**src/kpi_pkg.sv**
```systemverilog
// shared types and codes for the keyframe pose interpolator
`default_nettype none

package kpi_pkg;

  localparam int NCH = 6;

  typedef enum logic [2:0] {
    ACT_KEY_VALUE  = 3'd0,
    ACT_KEY_LENGTH = 3'd1,
    ACT_KEY_COUNT  = 3'd2,
    ACT_REST       = 3'd3,
    ACT_START      = 3'd4,
    ACT_TICK       = 3'd5
  } action_e;

  typedef enum logic [1:0] {
    RD_A = 2'd0,
    RD_B = 2'd1,
    RD_E = 2'd2,
    RD_F = 2'd3
  } rd_sel_e;

  typedef enum logic [1:0] {
    MUL_KEY  = 2'd0,
    MUL_NEXT = 2'd1,
    MUL_FADE = 2'd2
  } mul_sel_e;

  typedef struct packed {
    logic [2:0]         action;
    logic [2:0]         motion_index;
    logic [3:0]         key_index;
    logic [3:0]         part_index;
    logic [2:0]         channel;
    logic signed [15:0] value;
    logic [7:0]         key_frames;
    logic [4:0]         key_count;
    logic               loop_flag;
    logic               blend_flag;
    logic [7:0]         blend_frames;
  } in_item_t;

  typedef struct packed {
    logic [3:0]         part_number;
    logic signed [15:0] pos_x;
    logic signed [15:0] pos_y;
    logic signed [15:0] pos_z;
    logic signed [15:0] ang_x;
    logic signed [15:0] ang_y;
    logic signed [15:0] ang_z;
    logic               done_res;
    logic               last;
  } out_item_t;

  typedef struct packed {
    logic     accept;
    logic     kl_next;
    logic     cap_klc;
    logic     cap_kln;
    logic     div_init;
    logic     div_step;
    rd_sel_e  rd_sel;
    logic     cap_a;
    logic     cap_b;
    logic     cap_e;
    logic     cap_f;
    mul_sel_e mul_sel;
    logic     add_x;
    logic     add_w;
    logic     fin;
    logic     adv;
  } kpi_cmd_t;

  typedef struct packed {
    logic run_req;
    logic div_done;
    logic blend_use;
    logic last_ch;
    logic last_part;
    logic plain;
  } kpi_stat_t;

endpackage

`default_nettype wire

```
**src/kpi_ctrl.sv**
```systemverilog
// sequencing state machine for the keyframe pose interpolator
`default_nettype none

module kpi_ctrl (
  input  wire                clk_i,
  input  wire                rst_ni,
  input  wire                start_i,
  input  kpi_pkg::kpi_stat_t st_i,
  output kpi_pkg::kpi_cmd_t  cmd_o,
  output logic               busy_o
);
  import kpi_pkg::*;

  typedef enum logic [16:0] {
    S_IDLE = 17'b00000000000000001,
    S_KL0  = 17'b00000000000000010,
    S_KL1  = 17'b00000000000000100,
    S_KL2  = 17'b00000000000001000,
    S_DIV  = 17'b00000000000010000,
    S_RA   = 17'b00000000000100000,
    S_RB   = 17'b00000000001000000,
    S_RE   = 17'b00000000010000000,
    S_RF   = 17'b00000000100000000,
    S_M1   = 17'b00000001000000000,
    S_A1   = 17'b00000010000000000,
    S_M2   = 17'b00000100000000000,
    S_A2   = 17'b00001000000000000,
    S_M3   = 17'b00010000000000000,
    S_A3   = 17'b00100000000000000,
    S_FIN  = 17'b01000000000000000,
    S_ADV  = 17'b10000000000000000
  } state_e;

  state_e state_q, state_d;

  always_ff @(posedge clk_i or negedge rst_ni) begin
    if (!rst_ni) begin
      state_q <= S_IDLE;
    end else begin
      state_q <= state_d;
    end
  end

  assign busy_o = (state_q != S_IDLE);

  always_comb begin
    cmd_o         = '0;
    cmd_o.rd_sel  = RD_A;
    cmd_o.mul_sel = MUL_KEY;
    state_d       = state_q;
    unique case (state_q)
      S_IDLE: begin
        cmd_o.accept = start_i;
        if (start_i && st_i.run_req) state_d = S_KL0;
      end
      S_KL0: state_d = S_KL1;
      S_KL1: begin
        cmd_o.kl_next = 1'b1;
        cmd_o.cap_klc = 1'b1;
        state_d       = S_KL2;
      end
      S_KL2: begin
        cmd_o.cap_kln  = 1'b1;
        cmd_o.div_init = 1'b1;
        state_d        = S_DIV;
      end
      S_DIV: begin
        if (st_i.div_done) begin
          state_d = S_RA;
        end else begin
          cmd_o.div_step = 1'b1;
        end
      end
      S_RA: begin
        cmd_o.rd_sel = RD_A;
        state_d      = S_RB;
      end
      S_RB: begin
        cmd_o.rd_sel = RD_B;
        cmd_o.cap_a  = 1'b1;
        state_d      = S_RE;
      end
      S_RE: begin
        cmd_o.rd_sel = RD_E;
        cmd_o.cap_b  = 1'b1;
        state_d      = S_RF;
      end
      S_RF: begin
        cmd_o.rd_sel = RD_F;
        cmd_o.cap_e  = 1'b1;
        state_d      = S_M1;
      end
      S_M1: begin
        cmd_o.cap_f   = 1'b1;
        cmd_o.mul_sel = MUL_KEY;
        state_d       = S_A1;
      end
      S_A1: begin
        cmd_o.add_x = 1'b1;
        state_d     = st_i.blend_use ? S_M2 : S_FIN;
      end
      S_M2: begin
        cmd_o.mul_sel = MUL_NEXT;
        state_d       = S_A2;
      end
      S_A2: begin
        cmd_o.add_w = 1'b1;
        state_d     = S_M3;
      end
      S_M3: begin
        cmd_o.mul_sel = MUL_FADE;
        state_d       = S_A3;
      end
      S_A3: begin
        cmd_o.add_x = 1'b1;
        state_d     = S_FIN;
      end
      S_FIN: begin
        cmd_o.fin = 1'b1;
        if (!st_i.last_ch || !st_i.last_part) begin
          state_d = S_RA;
        end else begin
          state_d = st_i.plain ? S_IDLE : S_ADV;
        end
      end
      S_ADV: begin
        cmd_o.adv = 1'b1;
        state_d   = S_IDLE;
      end
      default: state_d = S_IDLE;
    endcase
  end

endmodule

`default_nettype wire

```
**config.mk**
```make
export PLATFORM = sky130hd
export DESIGN_NAME = kpi_ctrl
export DESIGN_NICKNAME = d
export VERILOG_FILES = /design/src/kpi_pkg.sv /design/src/kpi_ctrl.sv
export SDC_FILE = /design/constraint.sdc
export NUM_CORES = 1
export LEC_CHECK = 0
export BUFFER_PORTS_ARGS = -buffer_cell sky130_fd_sc_hd__clkbuf_2
export CORE_MARGIN = 1
export CORE_UTILIZATION = 45
export CTS_CLUSTER_SIZE = 8
export DETAILED_ROUTE_END_ITERATION = 12
export PLACE_DENSITY = 0.8
export SLEW_MARGIN = 20
export SYNTH_ARGS = -nofsm -noshare
export SYNTH_HDL_FRONTEND = slang
export SYNTH_SLANG_ARGS = --single-unit
```
**constraint.sdc**
```tcl
create_clock -name clk_i -period 1.5 [get_ports clk_i]
set_input_delay 0.225 -clock clk_i [delete_from_list [all_inputs] [get_ports clk_i]]
set_output_delay 0.225 -clock clk_i [all_outputs]
set_load 0.1 [all_outputs]
```
==> run_results.csv, run 1 <==
group,metric,value,unit
clocking,cts_setup_buffers,12,
clocking,cts-resized-gates,39,
logic_synthesis,synth-compound-area-share,9.65,%
logic_synthesis,synthArstFlopShare,100,%
logic_synthesis,synth_fa_ha_area_share,0,%
place,io_buffers,27,
logic_synthesis,ys_seq_elements,17,
place,dpl.hpwl,2.99,mm
logic_synthesis,synth_top_family_by_area,"simple AND/OR/NAND/NOR gates",
place,routabilityCongestion,0.752,
logic_synthesis,muxShareOfSynthArea,0,%
logic_synthesis,synth_edf_count,0,
logic_synthesis,synth_area_per_cell,8.82,sq um
logic_synthesis,synth_top_area_cell,"dfrtp_1",
clocking,cts_hold_buf,1,
die,chipWidth,50.3,um
clocking,cts_made_buffers,3,
logic_synthesis,synth_area_leaders,"dfrtp_1 38%, nor2_1 7.5%, nor4b_1 5.0%",
clocking,clockBufferDepth,2,
die,initial_utilization,47.5,%
clocking,clock_sinks,17,
die,num_rows,17,
logic_synthesis,syn-num-nets,128,
die,ioPinCount,28,
clocking,cts-htree-levels,1,
status,outcome,"stopped before the end",
logic_synthesis,synth-xor-area-share,2.50,%
logic_synthesis,seq_area_frac_synth,40.6,%
logic_synthesis,synthFlopType,"dfrtp_1",
logic_synthesis,syn_area,0.00105,sq mm
logic_synthesis,synth_top_cell_area_share,38.1,%
place,pre_cts_ws,-0.487,ns
logic_synthesis,yosys_warnings,0,
status,first-error,"[ERROR DPL-0038] Utilization greater than 100%, impossible to legalize",
logic_synthesis,netlist_instances,119,
status,failed_stage,"clock tree synthesis",
die,die_h,50.3,um
place,place_area,0.00194,sq mm
logic_synthesis,synth-simple-area-share,41.7,%
logic_synthesis,ys_types,40,
clocking,clockRootBuffer,"clkbuf_4",
## logic make-up after synthesis
group           after synthesis
buf+inv                      12
simple gates                 71
compound gates               16
xor+xnor                      3
flops                        17
## stage by stage
| step | hold WS, ns | cells | util, % |
|---|---|---|---|
| 2_1_floorplan | -0.0706 | 119 | - |
| 3_3_place_gp | 0.174 | 206 | 87.9 |
| 3_5_place_dp | 0.183 | 206 | 87.9 |
## cell usage after synthesis, types with 2 or more instances
| library cell | count |
|---|---|
| nand3b_1 | 2 |
| nor4b_1 | 6 |
| nand2b_1 | 4 |
| dfrtp_1 | 16 |
| nor2_1 | 21 |
| nand2_1 | 10 |
| a21oi_1 | 3 |
| nor4_1 | 3 |
| xor2_1 | 3 |
| nor3_2 | 2 |
| inv_1 | 6 |
| o21ai_0 | 3 |
| buf_4 | 3 |
| and3_1 | 4 |
| nand2_2 | 2 |
| nand4_1 | 2 |
| nand4b_1 | 2 |
| clkbuf_1 | 2 |
| nand3_1 | 2 |
| o21ai_1 | 3 |
==> run 2: changes to the inputs <==
--- a/config.mk
+++ b/config.mk
@@ -6,11 +6,10 @@
 export NUM_CORES = 1
 export LEC_CHECK = 0
 export BUFFER_PORTS_ARGS = -buffer_cell sky130_fd_sc_hd__clkbuf_2
-export CORE_MARGIN = 1
-export CORE_UTILIZATION = 45
-export CTS_CLUSTER_SIZE = 8
+export CORE_AREA = 2 2 63 65
 export DETAILED_ROUTE_END_ITERATION = 12
-export PLACE_DENSITY = 0.8
+export DIE_AREA = 0 0 65 67
+export PLACE_DENSITY_LB_ADDON = 0.15
 export SLEW_MARGIN = 20
 export SYNTH_ARGS = -nofsm -noshare
 export SYNTH_HDL_FRONTEND = slang
==> constraint.sdc (replaced) <==
create_clock -name clk_i -period 2 [get_ports clk_i]
set_input_delay 0.3 -clock clk_i [delete_from_list [all_inputs] [get_ports clk_i]]
set_output_delay 0.3 -clock clk_i [all_outputs]
set_load 0.1 [all_outputs]
==> run 2 against run 1 <==
Compared with the run above: the flow now finishes, with violations (negative setup slack); synthesized cell count unchanged; area after synthesis unchanged.
==> run_results.csv, run 2 <==
group,metric,value,unit
status,outcome,"finished with violations",
status,violations,"negative setup slack",
timing,finalHoldViolCount,0,
timing,fin_ws,-0.300,ns
run,maxCapViolCount,0,
logic_synthesis,synth_edf_count,0,
clocking,clock_latency,0.25,ns
timing,tightest_slew,0.431,ns
timing,finalCritPeriodShare,115,%
die,ioPinCount,28,
logic_synthesis,ys_seq_elements,17,
worst_setup_path,critPathKind,"flop to output port",
routing,routed_wl,3.08,mm
worst_setup_path,worstPathArrival,2.00,ns
routing,drt_iter0_markers,43,
die,die-area,0.00436,sq mm
logic_synthesis,synth_area_per_cell,8.82,sq um
grt,grt_pass1_vias,1141,
logic_synthesis,synthTopCellsByCount,"21 x nor2_1, 16 x dfrtp_1, 10 x nand2_1, 6 x inv_1, 6 x nor4b_1",
grt,antenna_found_initial,0,
clocking,clockBufferDepth,2,
logic_synthesis,yosysMostFrequentCell,"nor2_1",
logic_synthesis,ys_types,40,
worst_setup_path,rr_startpoint,"state_q[1]",
routing,drc,0,
cells_and_area,largestRegisters,"state_q (17)",
cells_and_area,final_common_cell,"buf_4",
worst_setup_path,cp_cell_sequence,"nor4_4 > nand4_2 > nor3_4 > nand4b_1 > nor2_4 > buf_12",
routing,dr.pass1.iters,4,
logic_synthesis,synthFlopType,"dfrtp_1",
worst_setup_path,reg2reg_depth,7,
logic_synthesis,seq_area_frac_synth,40.6,%
timing,rsz0062_at_grt,"true",
logic_synthesis,synth_top_cell_area_share,38.1,%
hold_path,hold_path_startpoint,"st_i[0]",
clocking,clock_sinks,17,
timing,setup_viol,19,
hold_path,min_path_cells,2,
cells_and_area,area_delta_synth_final,92.4,%
cells_and_area,largest-register,"state_q",
cells_and_area,layout_common_cells,"28 x buf_4, 19 x buf_12, 15 x dfrtp_1",
timing,fin_tns_setup,-3.59,ns
logic_synthesis,synth_top_area_cell,"dfrtp_1",
clocking,cts-htree-levels,1,
timing,slew_viol_final,0,
worst_setup_path,critPathMaxStageDelay,0.41,ns
worst_setup_path,cp.required,1.70,ns
cells_and_area,antenna_cells,0,
timing,fmax,435,MHz
logic_synthesis,yosys_warnings,0,
clocking,clockRootBuffer,"clkbuf_8",
worst_setup_path,crit_fanout,3,
worst_setup_path,slowest_stage,"dfrtp_1",
place,dpl.hpwl,2.25,mm
grt,grt_usage,15.8,%
power_and_ir_drop,power_density,742,mW/mm^2
cells_and_area,fin_area,0.00202,sq mm
logic_synthesis,syn-num-nets,128,
cells_and_area,drive_above_1_share,54.8,%
timing,relSlewSlack,71.3,%
power_and_ir_drop,leakage,0.868,nW
timing,fin_skew,0.00887,ns
routing,wl_per_cell,13.7,um
grt,grt_max_degree,18,
worst_setup_path,r2r_end,"state_q[8]",
die,chipWidth,65,um
die,initial_utilization,29.1,%
routing,viasPerCell,4.84,
grt,grt_pass1_wl,5.27,mm
worst_setup_path,critPathLaunchType,"flop",
hold_path,hp-class,"primary input to flop",
routing,vias,1090,
place,io_buffers,27,
power_and_ir_drop,ir_worst_vdd,0.334,mV
logic_synthesis,syn_area,0.00105,sq mm
logic_synthesis,netlist_instances,119,
worst_setup_path,rrSetupSlack,0.19,ns
logic_synthesis,synth_area_leaders,"dfrtp_1 38%, nor2_1 7.5%, nor4b_1 5.0%",
die,die_h,67,um
cells_and_area,nNetsFinal,187,
clocking,path_clk_slew,0.07,ns
place,place_area,0.00182,sq mm
routing,detail-route-antenna-nets,0,
clocking,cts_made_buffers,3,
clocking,cts_tree,"yes",
die,num_rows,22,
logic_synthesis,synthArstFlopShare,100,%
worst_setup_path,worstSetupEndpointType,"output port",
timing,layout_min_cycle_time,2.30,ns
cells_and_area,largest_register_ffs,17,
cells_and_area,fill_cells,314,
hold_path,whs_endpoint,"state_q[16]",
grt,grt-ovfl-total,0,
die,design.core.area,0.00361,sq mm
place,routabilityCongestion,0.755,
-- run 2: cell counts after synthesis --
No cell type changed its count.
-- run 2: kinds of logic after synthesis --
kind of cell / share of synthesized area (%)
buffers and inverters: 5.48
and+or+nand+nor: 41.7
AOI/OAI and AO/OA: 9.65
DFF: 40.6
xor gates and xnor gates: 2.50
-- run 2: worst max-delay path: cells and delay by family, from the launching register on --
kind	cells	cell delay, ns
buffers and inverters	1	0.18
flip-flops	1	0.41
AND/OR/NAND/NOR	5	1.15
-- run 2: layout make-up --
type	count	area, sq um	area share, %
flip-flops and latches	17	428	21.2
well taps	48	60.1	2.97
multi-input cells	90	773	38.3
inverters	6	26.3	1.30
clock inverters	1	5.00	0.248
clock buffers	3	41.3	2.04
repair buffers	60	686	34.0
-- run 2: power by group --
| group | leakage [nW] | switching (mW) | internal [mW] |
|---|---|---|---|
| registers | 0.232 | 0.0196 | 0.369 |
| logic | 0.611 | 0.499 | 0.355 |
| clock network | 0.0255 | 0.119 | 0.138 |
| total | 0.868 | 0.637 | 0.862 |
-- run 2: what timing repair did --
item | 4_1_cts | 5_1_grt
gates resized for setup | 13 | 1
pin swaps | 15 | 7
setup endpoints to repair | 19 | 19
setup buffers | 8 | 4
hold buffers | 1 | 0
endpoints found under the hold margin | 16 | 0
-- run 2: how the worst max path moves through the flow --
stage	cells after the start	start	to
6_report	6	state_q[1]	cmd_o[12]
5_1_grt	6	state_q[1]	cmd_o[12]
4_1_cts	6	state_q[1]	cmd_o[10]
3_5_place_dp	6	state_q[1]	cmd_o[10]
3_3_place_gp	6	state_q[1]	cmd_o[11]
2_1_floorplan	5	state_q[5]	cmd_o[0]
-- run 2: stage by stage --
| stage | power (mW) | utilization (%) | cells | worst slack, ns | hold WS [ns] |
|---|---|---|---|---|---|
| finish | 1.50 | 56.0 | 225 | -0.300 | 0.235 |
| global route | 1.58 | 56.0 | 225 | -0.373 | 0.239 |
| CTS | 1.48 | 55.0 | 221 | -0.256 | 0.234 |
| detailed placement | 1.11 | 50.4 | 208 | 0.00283 | 0.267 |
| global placement | 1.10 | 50.4 | 208 | 0.0257 | 0.256 |
| floorplan | 0.906 | - | 119 | -0.508 | 0.00441 |
-- run 2: layer usage --
| metal | track usage (%) | vias to the layer above | share of wire [%] |
|---|---|---|---|
| met5 | 0 | - | 0 |
| met4 | 3.72 | 0 | 0.52 |
| met3 | 4.39 | 2 | 5.4 |
| met2 | 27.4 | 27 | 52 |
| met1 | 19.4 | 528 | 42 |
| li1 | - | 533 | - |
(Power assumes the default switching activity.)
